`src/sv/lgps_pkg.sv`:
```
`default_nettype none

package lgps_pkg;

    // Legs served by the block, and the legs the packed fields have room for.
    localparam int LEG_COUNT    = 4;
    localparam int FIELD_LEGS   = 4;
    localparam int MAX_SEGMENTS = 32;
    localparam int ROW_LIMIT    = 32;
    localparam int SEG_LIMIT    = (MAX_SEGMENTS < ROW_LIMIT) ? MAX_SEGMENTS : ROW_LIMIT;

    localparam int SEG_W      = 6;   // segment count, holds SEG_LIMIT itself
    localparam int IDX_W      = 5;   // segment or row index
    localparam int TICK_W     = 10;
    localparam int PER_W      = 15;  // gait period in ticks, up to 32 * 1023
    localparam int Q_W        = 16;  // one Q1.15 progress lane
    localparam int ITER_W     = 32;
    localparam int STIME_W    = 32;
    localparam int TIME_W     = 38;
    localparam int DIV_W      = 16;  // divisor and remainder of the serial divider
    localparam int NB_W       = 6;   // divider step count, holds ITER_W
    localparam int CFG_IDX_W  = 3;
    localparam int CFG_DATA_W = 32;
    localparam int PACK_W     = 24;
    localparam int LANE_W     = 6;   // one packed offset or duration

    localparam logic [CFG_IDX_W-1:0] CFG_SEGMENT_COUNT     = 3'd0;
    localparam logic [CFG_IDX_W-1:0] CFG_TICKS_PER_SEGMENT = 3'd1;
    localparam logic [CFG_IDX_W-1:0] CFG_LEG_OFFSETS       = 3'd2;
    localparam logic [CFG_IDX_W-1:0] CFG_LEG_DURATIONS     = 3'd3;
    localparam logic [CFG_IDX_W-1:0] CFG_SEGMENT_TIME      = 3'd4;

    typedef enum logic [2:0] {
        ST_IDLE,
        ST_PREP,
        ST_LAUNCH,
        ST_WAIT,
        ST_ROWS
    } t_state;

    typedef enum logic [1:0] {
        JOB_MODP,
        JOB_CUR,
        JOB_OFF,
        JOB_FRAC
    } t_job;

    typedef struct packed {
        logic              start;
        logic [DIV_W-1:0]  rem_init;
        logic [ITER_W-1:0] dividend;
        logic [DIV_W-1:0]  divisor;
        logic [NB_W-1:0]   nbits;
    } t_div_req;

    typedef struct packed {
        logic              done;
        logic [ITER_W-1:0] quot;
        logic [DIV_W-1:0]  rem;
    } t_div_rsp;

    typedef struct packed {
        logic             start;
        logic [SEG_W-1:0] n;
        logic [IDX_W-1:0] cur;
    } t_row_cmd;

    typedef struct packed {
        logic active;
        logic done;
    } t_row_sts;

    typedef struct packed {
        logic [FIELD_LEGS-1:0][IDX_W-1:0] off;
        logic [FIELD_LEGS-1:0][SEG_W-1:0] dur;
        logic [IDX_W-1:0]                 cur;
        logic [FIELD_LEGS*Q_W-1:0]        stp;
        logic [FIELD_LEGS*Q_W-1:0]        swp;
        logic [TIME_W-1:0]                st_time;
        logic [TIME_W-1:0]                sw_time;
    } t_row_data;

endpackage

`default_nettype wire

```
`src/sv/lgps_if.sv`:
```
`default_nettype none

interface lgps_in_if;
    logic                        valid;
    logic                        ready;
    logic [lgps_pkg::ITER_W-1:0] iteration_count;

    modport source(output valid, output iteration_count, input ready);
    modport sink(input valid, input iteration_count, output ready);
endinterface

interface lgps_out_if;
    logic                                             valid;
    logic                                             ready;
    logic [lgps_pkg::IDX_W-1:0]                       row_index;
    logic [lgps_pkg::FIELD_LEGS-1:0]                  row_contacts;
    logic                                             last_row;
    logic [lgps_pkg::IDX_W-1:0]                       current_segment;
    logic [lgps_pkg::FIELD_LEGS*lgps_pkg::Q_W-1:0]    stance_progress;
    logic [lgps_pkg::FIELD_LEGS*lgps_pkg::Q_W-1:0]    swing_progress;
    logic [lgps_pkg::TIME_W-1:0]                      stance_time;
    logic [lgps_pkg::TIME_W-1:0]                      swing_time;

    modport source(output valid, output row_index, output row_contacts, output last_row,
                   output current_segment, output stance_progress, output swing_progress,
                   output stance_time, output swing_time, input ready);
    modport sink(input valid, input row_index, input row_contacts, input last_row,
                 input current_segment, input stance_progress, input swing_progress,
                 input stance_time, input swing_time, output ready);
endinterface

interface lgps_cfg_if;
    logic                            valid;
    logic                            ready;
    logic [lgps_pkg::CFG_IDX_W-1:0]  index;
    logic [lgps_pkg::CFG_DATA_W-1:0] data;

    modport source(output valid, output index, output data, input ready);
    modport sink(input valid, input index, input data, output ready);
endinterface

`default_nettype wire

```
`src/sv/legged_gait_phase_scheduler.sv`:
```
`default_nettype none

// Four-leg gait phase scheduler. Each input transaction carries an iteration
// count; the block places it in the gait cycle (N segments of T ticks, with N
// clamped to 1..32 and T to 1..1023), and then emits N output transactions,
// one contact-mask row per horizon segment starting with the segment after
// the current one. Every row repeats the current segment, the four Q1.15
// stance and swing progress lanes (0 outside the window or for an empty
// window, 0x8000 at the window end) and the stance and swing times of leg 0.
// All divisions go through one shared bit-serial divider, in turn: the period
// remainder, the segment, each leg offset and each progress lane, with setup
// around each division. Then the rows go out as the sink's ready allows.
// A new item is taken once the last row has gone out.
// Configuration writes are always accepted and must come while idle.
module legged_gait_phase_scheduler (
    input  wire logic   i_clk,
    input  wire logic   i_rst_n,
    lgps_cfg_if.sink    i_cfg,
    lgps_in_if.sink     i_in,
    lgps_out_if.source  o_out
);

    localparam int FRAC_JOBS = 2 * lgps_pkg::FIELD_LEGS;

    // configuration registers
    logic [lgps_pkg::SEG_W-1:0]   r_cfg_segs;
    logic [lgps_pkg::TICK_W-1:0]  r_cfg_ticks;
    logic [lgps_pkg::PACK_W-1:0]  r_cfg_offs;
    logic [lgps_pkg::PACK_W-1:0]  r_cfg_durs;
    logic [lgps_pkg::STIME_W-1:0] r_cfg_stime;

    // control
    lgps_pkg::t_state r_state;
    lgps_pkg::t_state n_state;
    lgps_pkg::t_job   r_job;
    logic [2:0]       r_idx;

    // per-item working values
    logic [lgps_pkg::ITER_W-1:0] r_iter;
    logic [lgps_pkg::SEG_W-1:0]  r_n;
    logic [lgps_pkg::TICK_W-1:0] r_t;
    logic [lgps_pkg::PER_W-1:0]  r_period;
    logic [lgps_pkg::PER_W-1:0]  r_p;
    logic [lgps_pkg::IDX_W-1:0]  r_cur;
    logic [lgps_pkg::IDX_W-1:0]  r_off [lgps_pkg::FIELD_LEGS];
    logic [lgps_pkg::SEG_W-1:0]  r_dur [lgps_pkg::FIELD_LEGS];
    logic [lgps_pkg::PER_W-1:0]  r_base;
    logic [lgps_pkg::PER_W-1:0]  r_len;
    logic                        r_special;
    logic [lgps_pkg::Q_W-1:0]    r_spec_val;
    logic [lgps_pkg::Q_W-1:0]    r_stp [lgps_pkg::FIELD_LEGS];
    logic [lgps_pkg::Q_W-1:0]    r_swp [lgps_pkg::FIELD_LEGS];
    logic [lgps_pkg::TIME_W-1:0] r_st_time;
    logic [lgps_pkg::TIME_W-1:0] r_sw_time;

    // combinational helpers
    logic                        in_fire;
    logic                        cfg_fire;
    logic [lgps_pkg::SEG_W-1:0]  n_n;
    logic [lgps_pkg::TICK_W-1:0] n_t;
    logic [lgps_pkg::SEG_W-1:0]  raw_dur [lgps_pkg::FIELD_LEGS];
    logic [lgps_pkg::SEG_W-1:0]  raw_off;
    logic [1:0]                  leg;
    logic                        swing;
    logic [lgps_pkg::SEG_W-1:0]  sw_start;
    logic [lgps_pkg::IDX_W-1:0]  start_seg;
    logic [lgps_pkg::SEG_W-1:0]  len_seg;
    logic [lgps_pkg::PER_W:0]    rr_wide;
    logic [lgps_pkg::PER_W-1:0]  rr;
    logic [lgps_pkg::Q_W-1:0]    frac_val;
    logic                        last_job;
    logic                        div_start;
    logic                        row_start;
    logic                        in_ready;

    lgps_pkg::t_div_req  div_req;
    lgps_pkg::t_div_rsp  div_rsp;
    lgps_pkg::t_row_cmd  row_cmd;
    lgps_pkg::t_row_sts  row_sts;
    lgps_pkg::t_row_data row_data;

    assign cfg_fire    = i_cfg.valid && i_cfg.ready;
    assign in_fire     = i_in.valid && i_in.ready;
    assign i_cfg.ready = 1'b1;
    assign i_in.ready  = in_ready;

    // ---------------------------------------------------------------------
    // Configuration registers
    // ---------------------------------------------------------------------
    always_ff @(posedge i_clk) begin
        if (!i_rst_n) begin
            r_cfg_segs  <= lgps_pkg::SEG_W'(10);
            r_cfg_ticks <= lgps_pkg::TICK_W'(1);
            r_cfg_offs  <= '0;
            r_cfg_durs  <= '0;
            r_cfg_stime <= '0;
        end else if (cfg_fire) begin
            case (i_cfg.index)
                lgps_pkg::CFG_SEGMENT_COUNT: begin
                    r_cfg_segs <= i_cfg.data[lgps_pkg::SEG_W-1:0];
                end
                lgps_pkg::CFG_TICKS_PER_SEGMENT: begin
                    r_cfg_ticks <= i_cfg.data[lgps_pkg::TICK_W-1:0];
                end
                lgps_pkg::CFG_LEG_OFFSETS: begin
                    r_cfg_offs <= i_cfg.data[lgps_pkg::PACK_W-1:0];
                end
                lgps_pkg::CFG_LEG_DURATIONS: begin
                    r_cfg_durs <= i_cfg.data[lgps_pkg::PACK_W-1:0];
                end
                lgps_pkg::CFG_SEGMENT_TIME: begin
                    r_cfg_stime <= i_cfg.data[lgps_pkg::STIME_W-1:0];
                end
                default: begin
                end
            endcase
        end
    end

    // ---------------------------------------------------------------------
    // Clamped settings, taken when an item arrives
    // ---------------------------------------------------------------------
    always_comb begin
        if (r_cfg_segs == '0) begin
            n_n = lgps_pkg::SEG_W'(1);
        end else if (r_cfg_segs > lgps_pkg::SEG_W'(lgps_pkg::SEG_LIMIT)) begin
            n_n = lgps_pkg::SEG_W'(lgps_pkg::SEG_LIMIT);
        end else begin
            n_n = r_cfg_segs;
        end
        n_t = (r_cfg_ticks == '0) ? lgps_pkg::TICK_W'(1) : r_cfg_ticks;
        for (int j = 0; j < lgps_pkg::FIELD_LEGS; j++) begin
            raw_dur[j] = r_cfg_durs[lgps_pkg::LANE_W*j +: lgps_pkg::LANE_W];
        end
    end

    // ---------------------------------------------------------------------
    // Per-job operands
    // ---------------------------------------------------------------------
    always_comb begin
        raw_off = r_cfg_offs[lgps_pkg::LANE_W*r_idx[1:0] +: lgps_pkg::LANE_W];
        leg     = r_idx[2:1];
        swing   = r_idx[0];

        // swing starts where stance ends, (off + dur) mod n
        sw_start = {1'b0, r_off[leg]} + r_dur[leg];
        if (sw_start >= r_n) begin
            sw_start = sw_start - r_n;
        end
        start_seg = swing ? sw_start[lgps_pkg::IDX_W-1:0] : r_off[leg];
        len_seg   = swing ? (r_n - r_dur[leg]) : r_dur[leg];

        // position within the window, (p - base) mod period
        if (r_p >= r_base) begin
            rr_wide = {1'b0, r_p} - {1'b0, r_base};
        end else begin
            rr_wide = {1'b0, r_p} + {1'b0, r_period} - {1'b0, r_base};
        end
        rr = rr_wide[lgps_pkg::PER_W-1:0];

        frac_val = r_special ? r_spec_val
                             : {1'b0, div_rsp.quot[lgps_pkg::Q_W-2:0]};
        last_job = (r_job == lgps_pkg::JOB_FRAC) && (r_idx == 3'(FRAC_JOBS - 1));
    end

    always_comb begin
        div_req.start    = div_start;
        div_req.rem_init = '0;
        div_req.dividend = '0;
        div_req.divisor  = '0;
        div_req.nbits    = '0;
        case (r_job)
            lgps_pkg::JOB_MODP: begin
                div_req.dividend = r_iter;
                div_req.divisor  = lgps_pkg::DIV_W'(r_period);
                div_req.nbits    = lgps_pkg::NB_W'(lgps_pkg::ITER_W);
            end
            lgps_pkg::JOB_CUR: begin
                div_req.dividend = {r_p, (lgps_pkg::ITER_W - lgps_pkg::PER_W)'(0)};
                div_req.divisor  = lgps_pkg::DIV_W'(r_t);
                div_req.nbits    = lgps_pkg::NB_W'(lgps_pkg::PER_W);
            end
            lgps_pkg::JOB_OFF: begin
                div_req.dividend = {raw_off, (lgps_pkg::ITER_W - lgps_pkg::LANE_W)'(0)};
                div_req.divisor  = lgps_pkg::DIV_W'(r_n);
                div_req.nbits    = lgps_pkg::NB_W'(lgps_pkg::LANE_W);
            end
            lgps_pkg::JOB_FRAC: begin
                // for r < len the quotient from rem = r is r * 2^15 / len; else r_spec_val is used
                div_req.rem_init = lgps_pkg::DIV_W'(rr);
                div_req.divisor  = lgps_pkg::DIV_W'(r_len);
                div_req.nbits    = lgps_pkg::NB_W'(lgps_pkg::Q_W - 1);
            end
            default: begin
            end
        endcase
    end

    // ---------------------------------------------------------------------
    // Sequencer
    // ---------------------------------------------------------------------
    always_comb begin
        n_state = r_state;
        case (r_state)
            lgps_pkg::ST_IDLE: begin
                if (in_fire) begin
                    n_state = lgps_pkg::ST_PREP;
                end
            end
            lgps_pkg::ST_PREP: begin
                n_state = lgps_pkg::ST_LAUNCH;
            end
            lgps_pkg::ST_LAUNCH: begin
                n_state = lgps_pkg::ST_WAIT;
            end
            lgps_pkg::ST_WAIT: begin
                if (div_rsp.done) begin
                    n_state = last_job ? lgps_pkg::ST_ROWS : lgps_pkg::ST_PREP;
                end
            end
            lgps_pkg::ST_ROWS: begin
                if (row_sts.done) begin
                    n_state = lgps_pkg::ST_IDLE;
                end
            end
            default: begin
                n_state = lgps_pkg::ST_IDLE;
            end
        endcase
    end

    always_comb begin
        in_ready  = 1'b0;
        div_start = 1'b0;
        row_start = 1'b0;
        case (r_state)
            lgps_pkg::ST_IDLE: begin
                in_ready = 1'b1;
            end
            lgps_pkg::ST_LAUNCH: begin
                div_start = 1'b1;
            end
            lgps_pkg::ST_WAIT: begin
                row_start = div_rsp.done && last_job;
            end
            default: begin
            end
        endcase
    end

    always_ff @(posedge i_clk) begin
        if (!i_rst_n) begin
            r_state <= lgps_pkg::ST_IDLE;
            r_job   <= lgps_pkg::JOB_MODP;
            r_idx   <= '0;
        end else begin
            r_state <= n_state;
            if (in_fire) begin
                r_job <= lgps_pkg::JOB_MODP;
                r_idx <= '0;
            end else if (r_state == lgps_pkg::ST_WAIT && div_rsp.done) begin
                case (r_job)
                    lgps_pkg::JOB_MODP: begin
                        r_job <= lgps_pkg::JOB_CUR;
                    end
                    lgps_pkg::JOB_CUR: begin
                        r_job <= lgps_pkg::JOB_OFF;
                        r_idx <= '0;
                    end
                    lgps_pkg::JOB_OFF: begin
                        if (r_idx == 3'(lgps_pkg::FIELD_LEGS - 1)) begin
                            r_job <= lgps_pkg::JOB_FRAC;
                            r_idx <= '0;
                        end else begin
                            r_idx <= r_idx + 1'b1;
                        end
                    end
                    lgps_pkg::JOB_FRAC: begin
                        r_idx <= r_idx + 1'b1;
                    end
                    default: begin
                    end
                endcase
            end
        end
    end

    // ---------------------------------------------------------------------
    // Datapath registers
    // ---------------------------------------------------------------------
    always_ff @(posedge i_clk) begin
        if (in_fire) begin
            r_iter   <= i_in.iteration_count;
            r_n      <= n_n;
            r_t      <= n_t;
            r_period <= lgps_pkg::PER_W'(n_n) * lgps_pkg::PER_W'(n_t);
            for (int j = 0; j < lgps_pkg::FIELD_LEGS; j++) begin
                r_dur[j] <= (raw_dur[j] > n_n) ? n_n : raw_dur[j];
            end
        end

        if (r_state == lgps_pkg::ST_PREP) begin
            r_base <= lgps_pkg::PER_W'(start_seg) * lgps_pkg::PER_W'(r_t);
            r_len  <= lgps_pkg::PER_W'(len_seg) * lgps_pkg::PER_W'(r_t);
            if (r_job == lgps_pkg::JOB_MODP) begin
                r_st_time <= lgps_pkg::TIME_W'(r_cfg_stime) * lgps_pkg::TIME_W'(r_dur[0]);
                r_sw_time <= lgps_pkg::TIME_W'(r_cfg_stime)
                             * lgps_pkg::TIME_W'(r_n - r_dur[0]);
            end
        end

        // empty window or outside it: 0; at the window end exactly 1.0
        if (r_state == lgps_pkg::ST_LAUNCH) begin
            r_special  <= (r_len == '0) || (rr >= r_len);
            r_spec_val <= ((r_len != '0) && (rr == r_len))
                          ? lgps_pkg::Q_W'(1 << (lgps_pkg::Q_W - 1)) : '0;
        end

        if (r_state == lgps_pkg::ST_WAIT && div_rsp.done) begin
            case (r_job)
                lgps_pkg::JOB_MODP: begin
                    r_p <= div_rsp.rem[lgps_pkg::PER_W-1:0];
                end
                lgps_pkg::JOB_CUR: begin
                    r_cur <= div_rsp.quot[lgps_pkg::IDX_W-1:0];
                end
                lgps_pkg::JOB_OFF: begin
                    r_off[r_idx[1:0]] <= div_rsp.rem[lgps_pkg::IDX_W-1:0];
                end
                lgps_pkg::JOB_FRAC: begin
                    if (swing) begin
                        r_swp[leg] <= frac_val;
                    end else begin
                        r_stp[leg] <= frac_val;
                    end
                end
                default: begin
                end
            endcase
        end
    end

    // ---------------------------------------------------------------------
    // Row emitter
    // ---------------------------------------------------------------------
    always_comb begin
        row_cmd.start = row_start;
        row_cmd.n     = r_n;
        row_cmd.cur   = r_cur;

        row_data.cur     = r_cur;
        row_data.st_time = r_st_time;
        row_data.sw_time = r_sw_time;
        for (int j = 0; j < lgps_pkg::FIELD_LEGS; j++) begin
            row_data.off[j] = r_off[j];
            row_data.dur[j] = r_dur[j];
            row_data.stp[lgps_pkg::Q_W*j +: lgps_pkg::Q_W] =
                (j < lgps_pkg::LEG_COUNT) ? r_stp[j] : '0;
            row_data.swp[lgps_pkg::Q_W*j +: lgps_pkg::Q_W] =
                (j < lgps_pkg::LEG_COUNT) ? r_swp[j] : '0;
        end
    end

    lgps_sdiv u_sdiv (
        .i_clk   (i_clk),
        .i_rst_n (i_rst_n),
        .i_req   (div_req),
        .o_rsp   (div_rsp)
    );

    lgps_rows u_rows (
        .i_clk   (i_clk),
        .i_rst_n (i_rst_n),
        .i_cmd   (row_cmd),
        .i_data  (row_data),
        .o_sts   (row_sts),
        .o_out   (o_out)
    );

    // ---------------------------------------------------------------------
    // Assertions
    // ---------------------------------------------------------------------
    a_no_input_while_rows: assert property (@(posedge i_clk) disable iff (!i_rst_n)
        o_out.valid |-> !i_in.ready)
        else $error("input taken while rows are pending");

    a_div_done_in_wait: assert property (@(posedge i_clk) disable iff (!i_rst_n)
        div_rsp.done |-> (r_state == lgps_pkg::ST_WAIT))
        else $error("divider finished outside wait state");

    a_last_row_index: assert property (@(posedge i_clk) disable iff (!i_rst_n)
        (o_out.valid && o_out.last_row) |-> ({1'b0, o_out.row_index} == (r_n - 1'b1)))
        else $error("last row flag on wrong row");

    a_accept_starts_work: assert property (@(posedge i_clk) disable iff (!i_rst_n)
        in_fire |=> (r_state == lgps_pkg::ST_PREP) && (r_job == lgps_pkg::JOB_MODP))
        else $error("accepted item did not start the sequence");

endmodule

`default_nettype wire

```
`src/sv/lgps_sdiv.sv`:
```
`default_nettype none

// Restoring divider, one quotient bit per cycle, dividend shifted in MSB first.
// The quotient collects in the low bits of the shift register.
module lgps_sdiv (
    input  wire logic               i_clk,
    input  wire logic               i_rst_n,
    input  wire lgps_pkg::t_div_req i_req,
    output lgps_pkg::t_div_rsp      o_rsp
);

    logic [lgps_pkg::DIV_W-1:0]  r_rem;
    logic [lgps_pkg::DIV_W-1:0]  n_rem;
    logic [lgps_pkg::DIV_W-1:0]  r_div;
    logic [lgps_pkg::ITER_W-1:0] r_shift;
    logic [lgps_pkg::ITER_W-1:0] n_shift;
    logic [lgps_pkg::NB_W-1:0]   r_cnt;
    logic                        r_busy;
    logic                        r_done;
    logic [lgps_pkg::DIV_W:0]    trial;
    logic [lgps_pkg::DIV_W:0]    diff;
    logic                        qbit;

    always_comb begin
        trial   = {r_rem, r_shift[lgps_pkg::ITER_W-1]};
        diff    = trial - {1'b0, r_div};
        qbit    = (trial >= {1'b0, r_div});
        n_rem   = qbit ? diff[lgps_pkg::DIV_W-1:0] : trial[lgps_pkg::DIV_W-1:0];
        n_shift = {r_shift[lgps_pkg::ITER_W-2:0], qbit};
    end

    always_ff @(posedge i_clk) begin
        if (!i_rst_n) begin
            r_busy <= 1'b0;
            r_done <= 1'b0;
            r_cnt  <= '0;
        end else begin
            r_done <= 1'b0;
            if (i_req.start) begin
                r_busy <= 1'b1;
                r_cnt  <= i_req.nbits;
            end else if (r_busy) begin
                r_cnt <= r_cnt - 1'b1;
                if (r_cnt == lgps_pkg::NB_W'(1)) begin
                    r_busy <= 1'b0;
                    r_done <= 1'b1;
                end
            end
        end
    end

    always_ff @(posedge i_clk) begin
        if (i_req.start) begin
            r_rem   <= i_req.rem_init;
            r_shift <= i_req.dividend;
            r_div   <= i_req.divisor;
        end else if (r_busy) begin
            r_rem   <= n_rem;
            r_shift <= n_shift;
        end
    end

    assign o_rsp.done = r_done;
    assign o_rsp.quot = r_shift;
    assign o_rsp.rem  = r_rem;

endmodule

`default_nettype wire

```
`src/sv/lgps_rows.sv`:
```
`default_nettype none

// Contact-mask row emitter: one row per output transaction, walking the
// segments of the horizon from the one after the current segment.
module lgps_rows (
    input  wire logic                i_clk,
    input  wire logic                i_rst_n,
    input  wire lgps_pkg::t_row_cmd  i_cmd,
    input  wire lgps_pkg::t_row_data i_data,
    output lgps_pkg::t_row_sts       o_sts,
    lgps_out_if.source               o_out
);

    logic                             r_active;
    logic                             r_done;
    logic [lgps_pkg::IDX_W-1:0]       r_idx;
    logic [lgps_pkg::IDX_W-1:0]       r_seg;
    logic [lgps_pkg::SEG_W-1:0]       r_n;
    logic [lgps_pkg::SEG_W-1:0]       first_seg;
    logic [lgps_pkg::SEG_W-1:0]       next_seg;
    logic [lgps_pkg::SEG_W-1:0]       prog [lgps_pkg::FIELD_LEGS];
    logic [lgps_pkg::FIELD_LEGS-1:0]  contacts;
    logic                             last;
    logic                             fire;

    always_comb begin
        first_seg = {1'b0, i_cmd.cur} + 1'b1;
        if (first_seg == i_cmd.n) begin
            first_seg = '0;
        end
        next_seg = {1'b0, r_seg} + 1'b1;
        if (next_seg == r_n) begin
            next_seg = '0;
        end
    end

    // Leg j is in stance when (seg - off) mod n falls below its duration.
    always_comb begin
        for (int j = 0; j < lgps_pkg::FIELD_LEGS; j++) begin
            if (r_seg >= i_data.off[j]) begin
                prog[j] = {1'b0, r_seg} - {1'b0, i_data.off[j]};
            end else begin
                prog[j] = {1'b0, r_seg} + r_n - {1'b0, i_data.off[j]};
            end
            contacts[j] = (j < lgps_pkg::LEG_COUNT) && (prog[j] < i_data.dur[j]);
        end
    end

    assign last = ({1'b0, r_idx} == (r_n - 1'b1));
    assign fire = r_active && o_out.ready;

    always_ff @(posedge i_clk) begin
        if (!i_rst_n) begin
            r_active <= 1'b0;
            r_done   <= 1'b0;
            r_idx    <= '0;
        end else begin
            r_done <= 1'b0;
            if (i_cmd.start) begin
                r_active <= 1'b1;
                r_idx    <= '0;
            end else if (fire) begin
                if (last) begin
                    r_active <= 1'b0;
                    r_done   <= 1'b1;
                end else begin
                    r_idx <= r_idx + 1'b1;
                end
            end
        end
    end

    always_ff @(posedge i_clk) begin
        if (i_cmd.start) begin
            r_n   <= i_cmd.n;
            r_seg <= first_seg[lgps_pkg::IDX_W-1:0];
        end else if (fire) begin
            r_seg <= next_seg[lgps_pkg::IDX_W-1:0];
        end
    end

    assign o_sts.active = r_active;
    assign o_sts.done   = r_done;

    assign o_out.valid           = r_active;
    assign o_out.row_index       = r_idx;
    assign o_out.row_contacts    = contacts;
    assign o_out.last_row        = last;
    assign o_out.current_segment = i_data.cur;
    assign o_out.stance_progress = i_data.stp;
    assign o_out.swing_progress  = i_data.swp;
    assign o_out.stance_time     = i_data.st_time;
    assign o_out.swing_time      = i_data.sw_time;

endmodule

`default_nettype wire

```
`src/flat_wrapper.sv`:
```
// flat-port wrapper written by rule: the top's interface ports become plain ports
module legged_gait_phase_scheduler_flat 
  (i_clk, i_rst_n, i_cfg_valid, i_cfg_index, i_cfg_data, i_cfg_ready, i_in_valid, i_in_iteration_count, i_in_ready, o_out_valid, o_out_row_index, o_out_row_contacts, o_out_last_row, o_out_current_segment, o_out_stance_progress, o_out_swing_progress, o_out_stance_time, o_out_swing_time, o_out_ready);
  lgps_cfg_if i_cfg_i ();
  lgps_in_if i_in_i ();
  lgps_out_if o_out_i ();
  input  wire logic i_clk;
  input  wire logic i_rst_n;
  input wire logic [$bits(i_cfg_i.valid)-1:0] i_cfg_valid;
  input wire logic [$bits(i_cfg_i.index)-1:0] i_cfg_index;
  input wire logic [$bits(i_cfg_i.data)-1:0] i_cfg_data;
  output wire logic [$bits(i_cfg_i.ready)-1:0] i_cfg_ready;
  input wire logic [$bits(i_in_i.valid)-1:0] i_in_valid;
  input wire logic [$bits(i_in_i.iteration_count)-1:0] i_in_iteration_count;
  output wire logic [$bits(i_in_i.ready)-1:0] i_in_ready;
  output wire logic [$bits(o_out_i.valid)-1:0] o_out_valid;
  output wire logic [$bits(o_out_i.row_index)-1:0] o_out_row_index;
  output wire logic [$bits(o_out_i.row_contacts)-1:0] o_out_row_contacts;
  output wire logic [$bits(o_out_i.last_row)-1:0] o_out_last_row;
  output wire logic [$bits(o_out_i.current_segment)-1:0] o_out_current_segment;
  output wire logic [$bits(o_out_i.stance_progress)-1:0] o_out_stance_progress;
  output wire logic [$bits(o_out_i.swing_progress)-1:0] o_out_swing_progress;
  output wire logic [$bits(o_out_i.stance_time)-1:0] o_out_stance_time;
  output wire logic [$bits(o_out_i.swing_time)-1:0] o_out_swing_time;
  input wire logic [$bits(o_out_i.ready)-1:0] o_out_ready;
  assign i_cfg_i.valid = i_cfg_valid;
  assign i_cfg_i.index = i_cfg_index;
  assign i_cfg_i.data = i_cfg_data;
  assign i_cfg_ready = i_cfg_i.ready;
  assign i_in_i.valid = i_in_valid;
  assign i_in_i.iteration_count = i_in_iteration_count;
  assign i_in_ready = i_in_i.ready;
  assign o_out_valid = o_out_i.valid;
  assign o_out_row_index = o_out_i.row_index;
  assign o_out_row_contacts = o_out_i.row_contacts;
  assign o_out_last_row = o_out_i.last_row;
  assign o_out_current_segment = o_out_i.current_segment;
  assign o_out_stance_progress = o_out_i.stance_progress;
  assign o_out_swing_progress = o_out_i.swing_progress;
  assign o_out_stance_time = o_out_i.stance_time;
  assign o_out_swing_time = o_out_i.swing_time;
  assign o_out_i.ready = o_out_ready;
  legged_gait_phase_scheduler u_core (.i_clk(i_clk), .i_rst_n(i_rst_n), .i_cfg(i_cfg_i), .i_in(i_in_i), .o_out(o_out_i));
endmodule
```
`config.mk`:
```
export PLATFORM = sky130hd
export DESIGN_NAME = legged_gait_phase_scheduler_flat
export DESIGN_NICKNAME = d
export VERILOG_FILES = /design/src/sv/lgps_pkg.sv /design/src/sv/lgps_if.sv /design/src/sv/legged_gait_phase_scheduler.sv /design/src/sv/lgps_sdiv.sv /design/src/sv/lgps_rows.sv /design/src/flat_wrapper.sv
export SDC_FILE = /design/constraint.sdc
export NUM_CORES = 2
export LEC_CHECK = 0
export BUFFER_PORTS_ARGS = -buffer_cell sky130_fd_sc_hd__buf_2
export CAP_MARGIN = 20
export CORE_UTILIZATION = 45
export DETAILED_ROUTE_END_ITERATION = 10
export SETUP_SLACK_MARGIN = 0.05
export SYNTH_ARGS = -nofsm -noshare
export SYNTH_HDL_FRONTEND = slang
export SYNTH_SLANG_ARGS = --single-unit
```
`constraint.sdc`:
```
create_clock -name i_clk -period 9.65 [get_ports i_clk]
set_clock_uncertainty 0.05 [all_clocks]
set_input_delay 1.93 -clock i_clk [delete_from_list [all_inputs] [get_ports i_clk]]
set_output_delay 1.93 -clock i_clk [all_outputs]
set_load 0.03 [all_outputs]
```
Yosys cells after proc, flatten, opt, wreduce, memory -nomap -nowiden
Memory sizes are Yosys's and may differ from the RTL's. A register that Yosys moved wholly into a read port is not among the register bits.
Index checks and enable logic that the tools add are counted.
{ "totals": {"n_memories": 4, "out_inout_bits": 222, "ff_bits": 400, "inputBits": 72, "wordCells": 212, "mem_bits_rw": 172} }
{ "memory_table": {"columns": ["memory", "depth", "word_bits", "read_ports", "rd_clocked_by_memory_dff", "wr", "line_no", "text"], "rows": [
  ["u_core.r_stp", 4, 16, 4, 0, 1, "legged_gait_phase_scheduler.sv:51", "logic [lgps_pkg::Q_W-1:0] r_stp [lgps_pkg::FIELD_LEGS];"],
  ["u_core.r_swp", 4, 16, 4, 0, 1, "legged_gait_phase_scheduler.sv:52", "logic [lgps_pkg::Q_W-1:0] r_swp [lgps_pkg::FIELD_LEGS];"],
  ["u_core.r_dur", 4, 6, 5, 1, 4, "legged_gait_phase_scheduler.sv:46", "logic [lgps_pkg::SEG_W-1:0] r_dur [lgps_pkg::FIELD_LEGS];"],
  ["u_core.r_off", 4, 5, 5, 1, 1, "legged_gait_phase_scheduler.sv:45", "logic [lgps_pkg::IDX_W-1:0] r_off [lgps_pkg::FIELD_LEGS];"]
]} }
{ "classes": {"shift": 1, "n_mul": 6, "bitwise_logic": 4, "n_reduce_logical": 36, "magnitude_cmp": 17, "mux": 68, "addsub": 23, "eq_ne": 22} }
{ "op_table": {"columns": ["cell", "count"], "rows": [
  ["one-hot mux 32 bit (3 select lines)", 1],
  ["one-hot mux 22 bit (4 select lines)", 1],
  ["2-to-1 mux 16 bit", 5],
  ["2-to-1 mux 6 bit", 13],
  ["2-to-1 mux 32 bit", 2],
  ["multiplier 32 x 38 -> 38 bit", 1],
  ["multiplier 32 x 6 -> 38 bit", 1],
  ["greater-or-equal comparator 15 bit", 2],
  ["multiplier 6 x 10 -> 15 bit", 2],
  ["2-to-1 mux 15 bit", 2],
  ["2-to-1 mux 5 bit", 6],
  ["subtractor 15 bit", 2],
  ["greater-than comparator 6 bit", 4],
  ["< comparator 6 bit", 4],
  ["2-to-1 mux 1 bit", 24],
  ["variable part select 24 x 6 -> 6 bit", 1],
  ["subtractor 5 x 5 -> 6 bit", 4],
  ["subtractor 6 x 5 -> 6 bit", 4],
  ["AND reduction 2 bit", 11],
  ["greater-or-equal comparator 5 bit", 4],
  ["greater-or-equal comparator 17 x 16 -> 1 bit", 1],
  ["subtractor 16 bit", 1],
  ["adder 15 bit", 1],
  ["== test 15 bit", 1],
  ["42 further kinds", 79]
]} }

Longest topological paths before layout
{ "depth": {"ltp_word": 6, "mapped_depth": 35, "ltp_nobuf": 34} }

Cells and area by module
A second synthesis with hierarchy kept.
{ "unflattened": {"hier_cells": 4669, "hier_area_um2": 47185.3} }
{ "by_module_without_submodules": {"columns": ["module", "area_each_um2", "n_inst", "cells_per_inst", "seq_area_each_um2"], "rows": [
  ["legged_gait_phase_scheduler", 37875.1, 1, 3687, 13022.5],
  ["lgps_rows", 5038.6, 1, 628, 470.5],
  ["lgps_sdiv", 4271.6, 1, 354, 2082.0]
]} }

Worst setup path after synthesis
OpenSTA, ideal clock, no wires.
{ "synth_timing": {"kind": "register -> register", "from": "mem u_core.r_dur[0][1] (netlist name)", "to": "reg u_core.r_sw_time[36] (netlist name) (data pin)", "arrival_ps": 9762, "t_required_ps": 9335, "setup_slack_ps": -427, "stages_incl_launch_ff": 34, "cell_sequence": "edfxtp_1 > clkbuf_1 > clkbuf_1 > inv_1 > fa_1 > a21o_1 > a21oi_1 > o21bai_1 > a21oi_1 > clkbuf_1 > clkbuf_1 > nand2_1 > fa_1 > fa_1 > inv_1 > fa_1 > fa_1 > inv_1 > fa_1 > inv_1 > fa_1 > fa_1 > fa_1 > ha_1 > and4_1 > buf_4 > nand3_2 > or3_1 > nor3_2 > nor4_1 > or4_4 > a31oi_4 > or4_1 > nand4_1"} }
{ "synth_rtl": {"columns": ["item", "line_no", "text"], "rows": [
  ["start: declaration", "legged_gait_phase_scheduler.sv:46", null],
  ["end signal: assignment", "legged_gait_phase_scheduler.sv:307", "r_sw_time <= lgps_pkg::TIME_W'(r_cfg_stime)"],
  ["end: declaration", "legged_gait_phase_scheduler.sv:54", "logic [lgps_pkg::TIME_W-1:0] r_sw_time;"]
]} }

Worst setup path in the final report
{ "layout_timing": {"from": "reg u_core.r_n[0] (netlist name)", "to": "reg u_core.r_sw_time[36] (netlist name) (data pin)"} }
{ "layout_between": {"elab_chain_cells": 2} }
{ "layout_lines": {"columns": ["item", "line_no", "text"], "rows": [
  ["start: declaration", "legged_gait_phase_scheduler.sv:40", "logic [lgps_pkg::SEG_W-1:0] r_n;"],
  ["start signal: assignment", "legged_gait_phase_scheduler.sv:294", "r_n <= n_n;"],
  ["subtractor 6 x 6 -> 7 bit", "legged_gait_phase_scheduler.sv:308", "* lgps_pkg::TIME_W'(r_n - r_dur[0]);"],
  ["multiplier 32 x 38 -> 38 bit", "legged_gait_phase_scheduler.sv:308", null]
]} }
No other way between the ends.
A chain may end at the register's enable or synchronous reset.

==> flow_summary.json <==
{
  "peakVddDrop_mv": 0.164,
  "p_total_mw": 12.2,
  "fin_crit_ns": 9.25,
  "yosys_warnings": 0,
  "port_buffers": 292,
  "dieArea_sq_um": 110000,
  "final-setup-viol-count": 0,
  "holdCritPathClass": "reg -> reg",
  "layout-drive-gt1-share_pct": 11.2,
  "timing.fmax_mhz": 108,
  "htree_levels": 3,
  "fill_cells": 9799,
  "synth_edf_count": 437,
  "netlist_instances": 4705,
  "slowest_stage": "fa_2",
  "grt_overflow": 0,
  "ant_nets": 0,
  "drc": 0,
  "cts_buffer_depth": 3,
  "placementRows": 120,
  "maxSlewHeadroom_pct": 26.7,
  "post-route-util_pct": 50.7,
  "cts_root_buf": "clkbuf_16",
  "ys_types": 88,
  "status": "finished clean",
  "endpoint_kind": "register",
  "fin_tns_setup_ns": 0,
  "areaGrowthSynthToFinish_pct": 11.2,
  "nets": 6012,
  "avgViaCountPerCell": 5.35,
  "syn_area_sq_um": 49100,
  "netlist.area_leader.share_pct": 26.7,
  "hold_slack_ns": 0.418,
  "cellPowerDensity_nw_per_um2": 224,
  "track_usage_pct": 23.0,
  "setup_slack_ns": 0.404,
  "synth.most_common_cell": "inv_1",
  "vias": 34248,
  "dr.pass1.iters": 8,
  "cts_buffers": 67,
  "path_max_fanout": 14,
  "crit_required_ns": 9.97,
  "cpPeakStageDelay_ns": 0.67,
  "critPathBufInv": 6,
  "path_class": "reg -> reg",
  "syn-num-nets": 5770,
  "post-place-ws_ns": -0.0476,
  "io_pins": 294,
  "cp_top_family": "adder cells",
  "grt_pass1_wl_mm": 198,
  "synth_ff_type": "edfxtp_1",
  "drt_iter0_markers": 2369,
  "place_congestion": 0.872,
  "yosys-top-cells-count": "inv_1 (698), nand2_1 (684), fa_1 (560), edfxtp_1 (437), ha_1 (433)",
  "final_area_sq_um": 54600,
  "fin_cells": 6405,
  "placeableCoreArea_sq_um": 108000,
  "worstMarginPinSlew_ns": 1.09,
  "arrival_ns": 9.56,
  "syn_avg_cell_area_sq_um": 10.4,
  "clkTransAtPathRegs_ns": 0.06,
  "die_w_microns": 332,
  "die_h_microns": 332,
  "wire_per_inst_microns": 19.6,
  "grt_pass1_vias": 34189,
  "seq_area_frac_synth_pct": 31.7,
  "ys_ff_latch": 558,
  "yosys-top-cells-area": "edfxtp_1 (27%), fa_1 (23%), ha_1 (11%), inv_1 (5.3%), nand2_1 (5.2%)",
  "clock_latency_ns": 0.65,
  "routed_wl_mm": 126,
  "synth_top_area_cell": "edfxtp_1",
  "hold_violations": 0,
  "antenna_found_initial": 21,
  "leakage_nw": 24.9,
  "grt_setup_unrepaired": "no",
  "cts_tree": "built",
  "synth-async-reset-ratio_pct": 0,
  "dpl-instance-area_sq_um": 52100,
  "grt_max_degree": 97,
  "hpwl_mm": 97.7,
  "cts.sink_count": 558,
  "max_cap_violations": 0,
  "period_share_pct": 95.8,
  "start_util_pct": 45.6,
  "worstSetupStartpointType": "register",
  "dp_cells": 6276,
  "cpMostUsedCell": "fa_1",
  "slew_violations": 0
}
## what timing repair did
action                                  CTS  global route
resized for setup                         1            24
setup buffers                             0             3
endpoints found under the setup margin    2             6
hold buffers                              0             0
pin swaps                                 0             2
## cell families after synthesis
logic type                 Yosys count  share of synthesized area, %
AOI/OAI and AO/OA                  687                          9.53
xor gates and xnor gates           226                          4.06
adders and majority gates          993                          33.9
buffers and inverters              889                          6.86
DFF                                558                          31.7
muxes                               73                          1.99
other                                1                       0.00764
and+or+nand+nor                   1278                          12.0
## power breakdown
| group | total [mW] | switching, mW | internal (mW) | leakage, nW |
|---|---|---|---|---|
| clock | 2.59 | 1.10 | 1.48 | 1.11 |
| sequential | 3.72 | 0.324 | 3.40 | 5.04 |
| combinational | 5.93 | 3.61 | 2.33 | 18.7 |
## state kept, by name, indices dropped and copies added, names as in the netlist, 10 cells and up, named ones only
| name | cells |
|---|---|
| u_core.r_base | 15 |
| u_core.r_cfg_durs | 24 |
| u_core.r_cfg_offs | 24 |
| u_core.r_cfg_stime | 32 |
| u_core.r_cfg_ticks | 10 |
| u_core.r_dur | 24 |
| u_core.r_iter | 32 |
| u_core.r_len | 15 |
| u_core.r_off | 20 |
| u_core.r_p | 15 |
| u_core.r_period | 15 |
| u_core.r_st_time | 38 |
| u_core.r_stp | 64 |
| u_core.r_sw_time | 38 |
| u_core.r_swp | 64 |
| u_core.r_t | 10 |
| u_core.u_sdiv.r_div | 15 |
| u_core.u_sdiv.r_rem | 16 |
| u_core.u_sdiv.r_shift | 32 |
## tightest hold or removal path: stages (launching register included)
cell and delay, ns:
dfxtp_1 0.31, nand2_1 0.05, a21boi_0 0.06
## routing by layer
metal / GRT usage (%) / part of all wire (%) / wire length (microns)
met4: 5.90 / 2.3 / 2870
met2: 35.4 / 45 / 56400
met1: 33.6 / 46 / 58200
met3: 4.08 / 6.3 / 7960
met5: 0 / 0.058 / 73
## cell usage in the layout (no fill, tap or decap), types with 67 or more instances in the layout
cell type / instances
a21boi_0: 97
a21o_1: 70
a21oi_1: 170
and2_1: 153
buf_2: 291
clkbuf_16: 73
dfxtp_1: 121
edfxtp_1: 437
fa_1: 554
ha_1: 426
inv_1: 696
nand2_1: 684
nor2_1: 134
nor2b_1: 87
o21ai_0: 89
xnor2_1: 154
xor2_1: 67
## final cells by class
type | instances | area (sq um) | area share (%)
inverter | 701 | 2640 | 4.83
antenna | 3 | 7.51 | 0.0137
clock inverter | 25 | 318 | 0.582
multi-input combinational | 3258 | 30400 | 55.6
timing repair buffer | 361 | 2030 | 3.71
clock buffer | 96 | 1970 | 3.60
tap | 1403 | 1760 | 3.21
sequential | 558 | 15500 | 28.5
## final timing paths
check / start / to / slack (ns) / cells after the start
setup / recovery: u_core.r_n[0]$_DFFE_PP_ / u_core.r_sw_time[36]$_DFFE_PP_ / 0.40 / 31
hold reg to reg: u_core.r_cfg_offs[23]$_SDFFE_PN0P_ / u_core.r_cfg_offs[23]$_SDFFE_PN0P_ / 0.42 / 2
hold / removal: u_core.r_cfg_offs[23]$_SDFFE_PN0P_ / u_core.r_cfg_offs[23]$_SDFFE_PN0P_ / 0.42 / 2
setup reg to reg: u_core.r_n[0]$_DFFE_PP_ / u_core.r_sw_time[36]$_DFFE_PP_ / 0.40 / 31
(Power assumes the default switching activity.)
